===== config.mk =====
export PLATFORM = sky130hd
export DESIGN_NAME = btmx_ctrl
export DESIGN_NICKNAME = d
export VERILOG_FILES = /design/src/hdl/btmx_pkg.sv /design/src/hdl/btmx_ctrl.sv
export SDC_FILE = /design/constraint.sdc
export NUM_CORES = 1
export LEC_CHECK = 0
export BUFFER_PORTS_ARGS = -buffer_cell sky130_fd_sc_hd__buf_4
export CAP_MARGIN = 20
export CORE_AREA = 2 2 39 41
export DETAILED_ROUTE_END_ITERATION = 10
export DIE_AREA = 0 0 41 43
export SLEW_MARGIN = 20
export SYNTH_ARGS = -nofsm -noshare
export SYNTH_HDL_FRONTEND = slang
export SYNTH_SLANG_ARGS = --single-unit

===== constraint.sdc =====
create_clock -name clock -period 3 [get_ports clock]
set_input_delay 0.3 -clock clock [delete_from_list [all_inputs] [get_ports clock]]
set_output_delay 0.3 -clock clock [all_outputs]
set_load 0.01 [all_outputs]

===== src/hdl/btmx_pkg.sv =====
// btmx_pkg: shared types and constants for the binary trie maximum-xor block
// transaction payloads and the command/status bundles between controller and datapath
// no dependencies
`timescale 1ns / 1ps

package btmx_pkg;

   localparam int NODE_COUNT_DEF = 4096;
   localparam int KEY_BITS_DEF   = 32;
   localparam int DATA_W         = 32;

   localparam logic KIND_INSERT = 1'b0;
   localparam logic KIND_QUERY  = 1'b1;

   typedef struct packed {
      logic              kind;
      logic [DATA_W-1:0] value;
   } req_type;

   typedef struct packed {
      logic [DATA_W-1:0] max_xor;
      logic              found;
      logic              store_full;
   } rsp_type;

   typedef struct packed {
      logic load;
      logic rd;
      logic eval;
      logic link;
      logic fill;
      logic finish;
   } cmd_type;

   typedef struct packed {
      logic is_query;
      logic miss;
      logic fits;
      logic level_zero;
      logic out_free;
   } stat_type;

endpackage


===== src/hdl/btmx_ctrl.sv =====
// btmx_ctrl: sequencing state machine for the trie walk and node allocation
// depends on btmx_pkg for the command and status bundles
`timescale 1ns / 1ps

module btmx_ctrl (
   input  logic               clock,
   input  logic               reset,
   input  logic               req_valid,
   output logic               req_stall,
   input  btmx_pkg::stat_type stat,
   output btmx_pkg::cmd_type  cmd
);

   typedef enum logic [2:0] {
      ST_IDLE,
      ST_READ,
      ST_EVAL,
      ST_LINK,
      ST_FILL,
      ST_DONE
   } state_type;

   state_type state_ff;
   state_type state_in;

   always_comb begin
      state_in = state_ff;
      cmd      = '0;
      unique case (state_ff)
         ST_IDLE: begin
            if (req_valid) begin
               cmd.load = 1'b1;
               state_in = ST_READ;
            end
         end
         ST_READ: begin
            cmd.rd   = 1'b1;
            state_in = ST_EVAL;
         end
         ST_EVAL: begin
            cmd.eval = 1'b1;
            if (stat.miss) begin
               if (stat.is_query || !stat.fits) begin
                  state_in = ST_DONE;
               end else begin
                  state_in = ST_LINK;
               end
            end else if (stat.level_zero) begin
               state_in = ST_DONE;
            end else begin
               state_in = ST_READ;
            end
         end
         ST_LINK: begin
            cmd.link = 1'b1;
            state_in = ST_FILL;
         end
         ST_FILL: begin
            cmd.fill = 1'b1;
            if (stat.level_zero) begin
               state_in = ST_DONE;
            end
         end
         ST_DONE: begin
            if (stat.out_free) begin
               cmd.finish = 1'b1;
               state_in   = ST_IDLE;
            end
         end
         default: begin
            state_in = ST_IDLE;
         end
      endcase
   end

   always_ff @(posedge clock) begin
      if (reset) begin
         state_ff <= ST_IDLE;
      end else begin
         state_ff <= state_in;
      end
   end

   assign req_stall = (state_ff != ST_IDLE);

endmodule


---- Yosys cells after proc, flatten, opt, wreduce, memory -nomap -nowiden ----
Cells that the tools add are included.
cells by class
  multipliers ............................. 0
  shifts and indexed selects .............. 0
  multiplexer cells ....................... 15
  $add $sub $neg .......................... 0
  bitwise operators ....................... 0
  equal/unequal tests ..................... 8
  order comparisons ....................... 0
  reduce and logical (&&, ||, !) cells .... 5
  divide/modulo/power cells ............... 0
operators with widths
  cell                  count
  $mux W3               6
  $pmux W3 S6           1
  $mux W1               8
  $eq A3 B2 Y1 const B  2
  $eq A3 B3 Y1 const B  2
  $ne A2 B2 Y1 const B  3
  $eq A3 B1 Y1 const B  1
  $logic_not A3 Y1      1
  $reduce_and A3 Y1     1
  $reduce_bool A3 Y1    1
  $logic_not A1 Y1      1
  $logic_or A1 B1 Y1    1
word-level totals
  output and inout bits ................... 7
  input port bits ......................... 8
  memory bits (writable) .................. 0
  latch bits .............................. 0
  register bits after elaboration ......... 3
  word-level logic and storage cells ...... 29
  memories kept ........................... 0
  bits in read-only memories .............. 0

---- Longest topological paths before layout ----
Gate-level depths: netlist of the first run.
  depth in word-level cells ............... 5
  gate-level depth with buffers ........... 4
  mapped depth without buffers ............ 3

---- Worst setup path before layout of the first run ----
OpenSTA, ideal clock, no wires.
  path type ............................... register to output
  start point ............................. reg state_ff[2]
  end point ............................... out cmd[5] (netlist bit)
  cell stages (with the launch flop) ...... 4
  required time ........................... 2.700 ns
  path slack .............................. 1.558 ns
  data arrival time ....................... 1.142 ns
  path buffers ............................ 1
  path through ............................ dfxtp_1 clkbuf_1 or3_2 nor2_1
RTL lines
  what                    RTL line         source
  from (decl)             btmx_ctrl.sv:23  state_type state_ff;
  from (signal assigned)  btmx_ctrl.sv:80  state_ff <= state_in;
  to (decl)               btmx_ctrl.sv:11  output btmx_pkg::cmd_type cmd

==> results of run 1 <==
## cell usage after synthesis
cell type / number / share of area
nor2_1: 4 / 0.068
dfxtp_1: 3 / 0.27
a21oi_1: 2 / 0.045
nand2_1: 2 / 0.034
a211oi_1: 1 / 0.034
a211oi_2: 1 / 0.057
and2_1: 1 / 0.028
and3b_2: 1 / 0.045
buf_6: 1 / 0.051
clkbuf_1: 1 / 0.017
clkbuf_2: 1 / 0.023
inv_1: 1 / 0.017
mux2i_1: 1 / 0.045
nand2b_1: 1 / 0.028
nor3b_1: 1 / 0.034
o211ai_1: 1 / 0.034
o21ai_0: 1 / 0.023
o22ai_1: 1 / 0.028
or2b_1: 1 / 0.034
or3_2: 1 / 0.034
or4b_1: 1 / 0.045
## worst max-delay path: cells and delay by family, from the launching register on
family / cells / cell delay [ns]
simple gates: 2 / 0.62
flops: 1 / 0.38
buf+inv: 1 / 0.13
## per-stage QoR
step | instance area [um^2] | util | setup slack, ns | cells
after floorplan | 220 | - | 1.56 | 28
after global placement | 325 | 0.235 | 1.62 | 55
after detailed placement | 325 | 0.235 | 1.59 | 55
after CTS | 352 | 0.254 | 1.34 | 59
after global routing | 352 | 0.254 | 1.26 | 59
final | 352 | 0.254 | 1.35 | 59
## how the worst max path moves through the flow
stage	from	end	slack, ns	cells past startpoint
6_report	state_ff[0]	cmd[5]	1.35	3
5_1_grt	state_ff[0]	cmd[5]	1.26	3
4_1_cts	state_ff[0]	cmd[5]	1.34	3
3_5_place_dp	state_ff[0]	cmd[5]	1.59	3
3_3_place_gp	state_ff[0]	cmd[5]	1.62	3
2_1_floorplan	state_ff[2]	cmd[5]	1.56	3
## cell families (layout without fill, tap and decap cells)
| group | Yosys count | after routing |
|---|---|---|
| and+or+nand+nor | 13 | 13 |
| AOI/OAI and AO/OA | 7 | 7 |
| buffers and inverters | 4 | 19 |
| DFF | 3 | 3 |
| muxes | 1 | 1 |
## area by class of cell
class                      count  area share
clock buffer                   4      0.0747
inverter                       1      0.0107
multi-input combinational     21       0.388
sequential                     3       0.171
tap                           16      0.0569
timing repair buffer          14       0.299
## cell usage in the layout (no fill, tap or decap), types with 2 or more instances in the layout
cell and instances:
a21oi_1 2, nor2_1 4, dfxtp_1 3, clkbuf_4 3, nand2_1 2, buf_4 14
## power groups by stage
stage | Clock [mW] | Combinational [mW] | Sequential (mW)
after floorplan | 0 | 0.0263 | 0.0443
after global placement | 0 | 0.0387 | 0.0496
after detailed placement | 0 | 0.0387 | 0.0497
after CTS | 0.0752 | 0.0389 | 0.0491
after global routing | 0.0788 | 0.0424 | 0.0499
final | 0.0710 | 0.0384 | 0.0491
## layer usage
metal / share of wire / vias up / track usage
met4: 0 / 0 / 0.0400
met2: 0.48 / 12 / 0.100
met3: 0.098 / 0 / 0.0681
met5: 0 / - / 0
met1: 0.42 / 109 / 0.0801
li1: - / 126 / -
==> PnR_summary.wiki, run 1 <==
{| class="wikitable"
! Metric !! Value
|-
| Count of final max-slew check failures || 0
|-
| Net Count, Synth || 36
|-
| Signed area change from the synthesized netlist to the final layout || 59.7%
|-
| Unrepaired setup endpoints after global routing || false
|-
| Post-synthesis sequential area ratio || 0.273
|-
| Top-Level Pins || 15
|-
| Antenna violations before repair || 0
|-
| Routability congestion estimate || 0.675
|-
| Final Skew || 0.00111 ns
|-
| Switching power of the nets || 0.0429 mW
|-
| Tightest Hold Check Type || primary input to flip-flop
|-
| Share of layout cells above drive strength 1 || 0.465
|-
| Core region area || 1380 um^2
|-
| Total number of vias || 247
|-
| Flop pwr share || 0.310
|-
| Achievable frequency || 0.605 GHz
|-
| Post-Synth XOR/XNOR Area || 0
|-
| GRT Util Overall || 0.0762
|-
| Number of resized instances in the post-cts repair step || 0
|-
| Clock latency of the later-clocked register in the worst-skew pair || 0.23 ns
|-
| Cell count of the worst hold path || 2
|-
| Post-route ant nets || 0
|-
| Die ar. || 1760 um^2
|-
| Largest buffer count on any clock path || 2
|-
| Total of warnings raised by yosys || 0
|-
| Chip width || 41 um
|-
| Multiplexer area fraction after synthesis || 0.0455
|-
| CTS H-Tree Depth || 1
|-
| Capture endpoint of the worst hold path || state_ff[1]
|-
| Starting density of the core || 0.159
|-
| DR pass1 iterations || 4
|-
| Share of synthesized cell area in full adder, half adder and majority cells || 0
|-
| Relative slew slack || 0.811
|-
| Max stage delay cell, worst path || or3_2
|-
| Type of origin of the critical path || flip-flop
|-
| Clock Power Share || 0.448
|-
| Area of the multi-input gates || 136 um^2
|-
| Num CTS Buffers || 3
|-
| Max Cap Violations || 0
|-
| Register bank with the most flops || state_ff
|-
| Worst hold path startpoint || reset
|-
| Number of clock sinks || 3
|-
| Reg2reg end || state_ff[1]
|-
| Minimum clock period || 1.65 ns
|-
| Cell Chain, Critical Path || or3_2, nor2_1, buf_4
|-
| Number of flip-flops under the largest register name || 3
|-
| Flop and latch count out of synthesis || 3
|-
| Reg-to-reg startpoint || state_ff[0]
|-
| Result of the run || finished, final reports clean
|-
| Post-synthesis compound-gate area fraction || 0.222
|-
| Number of unique standard cell types used by synthesis || 21
|-
| Cell row count || 14
|-
| Arrival time of data at the critical path endpoint || 1.35 ns
|-
| Areal power density over the cells || 451 nW/um^2
|-
| Vias per inst || 4.19
|-
| Total Power Consumption || 0.159 mW
|-
| Fill cell total of the finished layout || 155
|-
| CTS tree || done
|-
| Average instance area after synthesis || 7.86 um^2
|-
| Tightest hold margin || 0.247 ns
|-
| Combinational family with the most area after synthesis || simple AND/OR/NAND/NOR gates
|-
| WL final || 531 um
|-
| Post-route fraction of the period consumed by the critical path || 0.551
|-
| Synthesized area || 220 um^2
|-
| Simple-Gate Fraction of Synth Area || 0.352
|-
| Pin count of the biggest net entering global routing || 11
|-
| Worst EP required || 2.70 ns
|-
| Largest fanout of any net on the critical path || 10
|-
| CP endpoint kind || output port
|-
| Die extent in y || 43 um
|-
| Category of the most critical setup path || flip-flop to output port
|-
| Port-buffer cells || 14
|-
| Combined flip-flop and latch cell area || 60.1 um^2
|-
| Final setup violating endpoints || 0
|-
| Peak per-stage delay on the critical path || 0.51 ns
|-
| Worst-margin pin slew || 0.283 ns
|-
| Cell leakage power || 0.155 nW
|-
| Number of hold violations in the final report || 0
|-
| Aggregate global routing overflow || 0
|-
| Instance count of the mapped netlist || 28
|-
| Clock slew at reported path FFs || 0.04 ns
|-
| Routed length per placed instance || 9.00 um
|-
| Total DRC errors in the routed layout || 0
|-
| Via count of the first global-routing pass || 227
|-
| Number of antenna repair diodes || 0
|-
| Root Buffer Master || clkbuf_4
|-
| Largest vdd supply drop || 0.000190 V
|-
| Global-route wire length before repair || 876 um
|-
| Drt initial violations || 11
|-
| Setup Total Neg Slack || 0 ns
|-
| Gate power share || 0.242
|-
| Fraction of power spent switching nets || 0.270
|-
| Layout Nets || 52
|-
| Internal power || 0.116 mW
|-
| CTS Hold Buffers Added || 0
|-
| Depth of the worst register-to-register path || 2
|-
| Largest registers || state_ff (3)
|-
| Setup slack on the worst flop-to-flop path || 1.80 ns
|-
| Post-CTS setup repair buffer count || 0
|}
No activity file was read; power rests on OpenSTA's default activity.
==> inputs of run 2 (changes only) <==
clock period = 1.56 ns   (was 3 ns; I/O delays follow)
==> run 2 against run 1 <==
Effect of this change:
- sequential power is 94% higher
- hold slack worse by 0.15 ns
- highest routed layer unchanged
- global-route usage stayed put
- final area is 0.71% higher
- largest cell class unchanged
- cell count stayed put
- routed wire length is 2.3% higher
- sequential cell count stayed put
- critical path depth stayed put
- core utilization is 0.18 points higher
==> PnR_summary.wiki, run 2 (same netlist as run 1, synthesis figures left out) <==
{| class="wikitable"
! Metric !! Value
|-
| Result of the run || finished, final reports clean
|-
| Combined flip-flop and latch cell area || 62.6 um^2 (+4.2%)
|-
| Register bank with the most flops || state_ff
|-
| Largest fanout of any net on the critical path || 10 (unchanged)
|-
| Max Cap Violations || 0 (unchanged)
|-
| Root Buffer Master || clkbuf_4
|-
| Post-route ant nets || 0 (unchanged)
|-
| Final core utilization || 0.256 (+0.00181)
|-
| Achievable frequency || 0.681 GHz
|-
| Final Skew || 0.00254 ns (+0.00143 ns)
|-
| WL final || 543 um (+2.3%)
|-
| Vias per inst || 4.17 (-0.40%)
|-
| CP bufs+invs || 1 (unchanged)
|-
| CTS H-Tree Depth || 1 (unchanged)
|-
| Category of the most critical setup path || flip-flop to output port
|-
| Clock latency of the later-clocked register in the worst-skew pair || 0.23 ns (about the same)
|-
| Max stage delay cell, worst path || or3_2
|-
| Cell leakage power || 0.156 nW (+0.50%)
|-
| Clock slew at reported path FFs || 0.04 ns (about the same)
|-
| Arrival time of data at the critical path endpoint || 1.31 ns (-0.04 ns)
|-
| Via count of the first global-routing pass || 227 (unchanged)
|-
| Top library cells by usage in the layout, fill and taps aside || buf_4, nor2_1, clkbuf_4
|-
| Chip width || 41 um (unchanged)
|-
| Unrepaired setup endpoints after global routing || false
|-
| Signed area change from the synthesized netlist to the final layout || 60.8%
|-
| Type of origin of the critical path || flip-flop
|-
| Global-route wire length before repair || 876 um (unchanged)
|-
| Drt initial violations || 9 (-2)
|-
| Share of layout cells above drive strength 1 || 0.512 (+0.0465)
|-
| Core region area || 1380 um^2 (unchanged)
|-
| Worst hold path startpoint || reset
|-
| Die ar. || 1760 um^2 (unchanged)
|-
| Worst-margin pin slew || 0.252 ns (-0.0317 ns)
|-
| Cell row count || 14 (unchanged)
|-
| Number of clock sinks || 3 (unchanged)
|-
| Port-buffer cells || 14 (unchanged)
|-
| Largest vdd supply drop || 0.000328 V (+73%)
|-
| Layout Nets || 52 (unchanged)
|-
| Most common library cell in the layout ignoring fill and taps || buf_4
|-
| Areal power density over the cells || 869 nW/um^2 (+93%)
|-
| CP endpoint kind || output port
|-
| Routed length per placed instance || 9.20 um (+2.3%)
|-
| Final setup violating endpoints || 0 (unchanged)
|-
| Largest registers || state_ff (3)
|-
| Number of antenna repair diodes || 0 (unchanged)
|-
| Tightest Hold Check Type || primary input to flip-flop
|-
| Pin count of the biggest net entering global routing || 11 (unchanged)
|-
| CTS tree || done
|-
| Total DRC errors in the routed layout || 0 (unchanged)
|-
| Worst EP required || 1.40 ns (-1.30 ns)
|-
| CTS Hold Buffers Added || 0 (unchanged)
|-
| Number of hold violations in the final report || 0 (unchanged)
|-
| DR pass1 iterations || 4 (unchanged)
|-
| Peak per-stage delay on the critical path || 0.49 ns (-0.02 ns)
|-
| Total number of vias || 246 (-0.40%)
|-
| Fill cell total of the finished layout || 156 (+0.65%)
|-
| Top-Level Pins || 15 (unchanged)
|-
| Reg-to-reg startpoint || state_ff[1]
|-
| Starting density of the core || 0.159 (unchanged)
|-
| GRT Util Overall || 0.0762 (unchanged)
|-
| Post-route fraction of the period consumed by the critical path || 0.942
|-
| Count of final max-slew check failures || 0 (unchanged)
|-
| Num CTS Buffers || 3 (unchanged)
|-
| Number of flip-flops under the largest register name || 3 (unchanged)
|-
| Largest buffer count on any clock path || 2 (unchanged)
|-
| Setup Total Neg Slack || 0 ns (unchanged)
|-
| Minimum clock period || 1.47 ns
|-
| Aggregate global routing overflow || 0 (unchanged)
|-
| Antenna violations before repair || 0 (unchanged)
|-
| Relative slew slack || 0.832 (+0.0211)
|-
| Area of the multi-input gates || 136 um^2 (unchanged)
|-
| Die extent in y || 43 um (unchanged)
|-
| Cell Chain, Critical Path || or3_2, nor2_1, buf_4
|-
| Routability congestion estimate || 0.675 (unchanged)
|-
| Crit path launch || state_ff[0]
|-
| Crit-path leading delay family || simple AND/OR/NAND/NOR gates
|}
## run 2: cell counts in the layout (fill, tap and decap cells not counted)
No cell type changed its count.
## run 2: area by class of cell
type                       instances  area share
multi-input combinational         21       0.385
clock buffer                       4      0.0742
inverter                           1      0.0106
timing repair buffer              14       0.297
sequential                         3       0.177
tap                               16      0.0565
## run 2: final timing paths
check | slack (ns) | end | cells past startpoint
worst max-delay path | 0.09 | cmd[5] | 3
worst min register to register | 0.51 | state_ff[1] | 1
worst max register to register | 0.37 | state_ff[1] | 2
worst min-delay path | 0.1 | state_ff[0] | 2
## run 2: report_power, final
group | internal (mW) | leakage (nW) | switching (mW)
sequential | 0.0836 | 0.0254 | 0.0118
combinational | 0.0439 | 0.116 | 0.0301
clock | 0.0960 | 0.0150 | 0.0422
## run 2: layer usage
metal  vias up  global-route usage  wire, um  share of wire
met4         0              0.0400         0              0
li1        126                   -         -              -
met1       108              0.0801       221           0.41
met3         0              0.0681        52          0.096
met2        12               0.100       269           0.50
met5         -                   0         0              0
## run 2: worst reg2reg max path, stage by stage, from the launching register on
cell,delay (ns)
dfxtp_1,0.45
or4b_1,0.48
a211oi_2,0.18
## run 2: timing repair
| item | 4_1_cts | 5_1_grt |
|---|---|---|
| gates resized for setup | 0 | 2 |
| endpoints found under the setup margin | 0 | 1 |
| setup buffers | 0 | 0 |
## run 2: metrics by stage
stage                     instance area, um^2  setup slack (ns)  total power, mW  instances  hold slack (ns)
after detailed placement                  325             0.298            0.170         55            0.341
after global placement                    325             0.326            0.170         55            0.341
after global routing                      354            0.0116            0.332         59           0.0905
after CTS                                 352            0.0422            0.314         59           0.0919
final                                     354            0.0912            0.308         59           0.0971
after floorplan                           220             0.262            0.136         28            0.221
==> inputs of run 3 (changes only) <==
REMOVE_ABC_BUFFERS = 1   (was not set)
==> run 3 against run 2 <==
Effect of this change:
- hold slack got worse by 0.0050 ns
- sequential share of layout area unchanged
- largest cell class unchanged
- routed wire length unchanged
- highest routed layer unchanged
- die area unchanged
- first-iteration DRC count decreased by 33%
- critical path type unchanged
- via count increased by 1.6%
- non-clock buffer count unchanged
- critical path depth unchanged
- count of clock-buffer cells in the layout unchanged
- register-to-register slack about the same
- clock power about the same
==> PnR_summary.wiki, run 3 (same netlist as run 1, synthesis figures left out) <==
{| class="wikitable"
! Metric !! Value
|-
| Result of the run || finished, final reports clean
|-
| Count of final max-slew check failures || 0 (unchanged)
|-
| Starting density of the core || 0.159 (unchanged)
|-
| Cell depth of the worst setup path || 3 (unchanged)
|-
| DR pass1 iterations || 2 (-2)
|-
| CTS H-Tree Depth || 1 (unchanged)
|-
| Post-route fraction of the period consumed by the critical path || 0.943 (+0.00190)
|-
| Routability congestion estimate || 0.751 (+11%)
|-
| Post-CTS setup repair buffer count || 0 (unchanged)
|-
| Signed area change from the synthesized netlist to the final layout || 60.8% (unchanged)
|-
| Finished Layout Cells || 59 (unchanged)
|-
| CP bufs+invs || 1 (unchanged)
|-
| Tightest Hold Check Type || primary input to flip-flop
|-
| Routed length per placed instance || 9.20 um (unchanged)
|-
| Achievable frequency || 0.679 GHz (-0.20%)
|-
| Number of flip-flops under the largest register name || 3 (unchanged)
|-
| Category of the most critical setup path || flip-flop to output port
|-
| CTS tree || done
|-
| Reg-to-reg startpoint || state_ff[1]
|-
| Placed Cells incl. Taps || 55 (unchanged)
|-
| Total number of vias || 250 (+1.6%)
|-
| Minimum clock period || 1.47 ns (+0.00296 ns)
|-
| Global-route wire length before repair || 862 um (-1.6%)
|-
| Top library cells by usage in the layout, fill and taps aside || buf_4, nor2_1, clkbuf_4
|-
| Peak per-stage delay on the critical path || 0.49 ns (about the same)
|-
| Post-route ant nets || 0 (unchanged)
|-
| Clock slew at reported path FFs || 0.04 ns (about the same)
|-
| Largest registers || state_ff (3)
|-
| Depth of the worst register-to-register path || 2 (unchanged)
|-
| Top-Level Pins || 15 (unchanged)
|-
| Layout Nets || 52 (unchanged)
|-
| Setup slack on the worst flop-to-flop path || 0.37 ns (about the same)
|-
| Chip width || 41 um (unchanged)
|-
| Largest buffer count on any clock path || 2 (unchanged)
|-
| Setup Total Neg Slack || 0 ns (unchanged)
|-
| Die ar. || 1760 um^2 (unchanged)
|-
| Unrepaired setup endpoints after global routing || false
|-
| Share of layout cells above drive strength 1 || 0.512 (unchanged)
|-
| Root Buffer Master || clkbuf_4
|-
| Max Cap Violations || 0 (unchanged)
|-
| CP endpoint kind || output port
|-
| Clock latency of the later-clocked register in the worst-skew pair || 0.24 ns (about the same)
|-
| Max stage delay cell, worst path || or3_2
|-
| Pin count of the biggest net entering global routing || 11 (unchanged)
|-
| Num CTS Buffers || 3 (unchanged)
|-
| Cell count of the worst hold path || 2 (unchanged)
|-
| Number of antenna repair diodes || 0 (unchanged)
|-
| Areal power density over the cells || 872 nW/um^2 (+0.33%)
|-
| Number of hold violations in the final report || 0 (unchanged)
|-
| Antenna violations before repair || 0 (unchanged)
|-
| Number of resized instances in the post-cts repair step || 0 (unchanged)
|-
| Largest fanout of any net on the critical path || 10 (unchanged)
|-
| Cell row count || 14 (unchanged)
|-
| HPWL after detailed placement || 413 um
|-
| Capture endpoint of the worst hold path || state_ff[0]
|-
| Final setup violating endpoints || 0 (unchanged)
|-
| Final Skew || 0.00285 ns (+0.000311 ns)
|-
| Total Power Consumption || 0.309 mW (+0.33%)
|-
| Type of origin of the critical path || flip-flop
|-
| Worst-margin pin slew || 0.248 ns (-0.00319 ns)
|-
| Worst hold path startpoint || reset
|-
| WL final || 543 um (unchanged)
|-
| Vias per inst || 4.24 (+1.6%)
|-
| Total DRC errors in the routed layout || 0 (unchanged)
|-
| Cell leakage power || 0.156 nW (unchanged)
|-
| Most common library cell in the layout ignoring fill and taps || buf_4
|-
| Relative slew slack || 0.834 (+0.00213)
|-
| Die extent in y || 43 um (unchanged)
|-
| Aggregate global routing overflow || 0 (unchanged)
|-
| Largest vdd supply drop || 0.000375 V (+15%)
|-
| Reg2reg end || state_ff[1]
|-
| Cell Chain, Critical Path || or3_2, nor2_1, buf_4
|-
| Via count of the first global-routing pass || 234 (+3.1%)
|-
| Core region area || 1380 um^2 (unchanged)
|-
| GRT Util Overall || 0.0762 (-0.0000764)
|-
| Number of clock sinks || 3 (unchanged)
|-
| Register bank with the most flops || state_ff
|-
| Port-buffer cells || 14 (unchanged)
|-
| Crit-path leading delay family || simple AND/OR/NAND/NOR gates
|-
| Worst EP required || 1.40 ns (about the same)
|-
| Final core utilization || 0.256 (unchanged)
|-
| Drt initial violations || 6 (-3)
|-
| CTS Hold Buffers Added || 0 (unchanged)
|-
| Arrival time of data at the critical path endpoint || 1.32 ns (about the same)
|}
## run 3: cell counts in the layout (fill, tap and decap cells not counted)
No cell type changed its count.
## run 3: worst max-delay path by stage
stage           startpoint     end  slack, ns
2_1_floorplan  state_ff[0]  cmd[5]       0.34
3_3_place_gp   state_ff[0]  cmd[5]       0.33
3_5_place_dp   state_ff[0]  cmd[5]       0.30
4_1_cts        state_ff[0]  cmd[5]       0.05
5_1_grt        state_ff[0]  cmd[5]       0.03
6_report       state_ff[0]  cmd[5]       0.09
## run 3: metrics by stage
| step | cell area, um^2 | setup WS [ns] | hold slack (ns) |
|---|---|---|---|
| after floorplan | 200 | 0.340 | 0.221 |
| after global placement | 325 | 0.329 | 0.339 |
| after detailed placement | 325 | 0.305 | 0.337 |
| after CTS | 352 | 0.0464 | 0.0883 |
| after global routing | 354 | 0.0316 | 0.0902 |
| final | 354 | 0.0882 | 0.0921 |
## run 3: layer usage
layer	track usage	part of all wire	vias to the layer above
met1	0.0958	0.45	109
met5	0	0	-
met2	0.0875	0.44	12
li1	-	-	129
met3	0.0628	0.12	0
met4	0.0400	0	0
## run 3: area by class of cell
class | instances | area, um^2
fill | 158 | 1030
tap | 16 | 20.0
inverter | 1 | 3.75
timing repair buffer | 14 | 105
sequential | 3 | 62.6
multi-input combinational | 21 | 136
clock buffer | 4 | 26.3
## run 3: where the power goes
group | leakage (nW) | internal, mW | total (mW) | switching (mW)
registers | 0.0254 | 0.0836 | 0.0951 | 0.0115
clock network | 0.0150 | 0.0961 | 0.140 | 0.0437
logic | 0.116 | 0.0439 | 0.0737 | 0.0298
total | 0.156 | 0.224 | 0.309 | 0.0850
## run 3: worst register-to-register path: stages, from the launching register on
cell      delay (ns)
dfxtp_1         0.45
or4b_1          0.49
a211oi_2        0.18
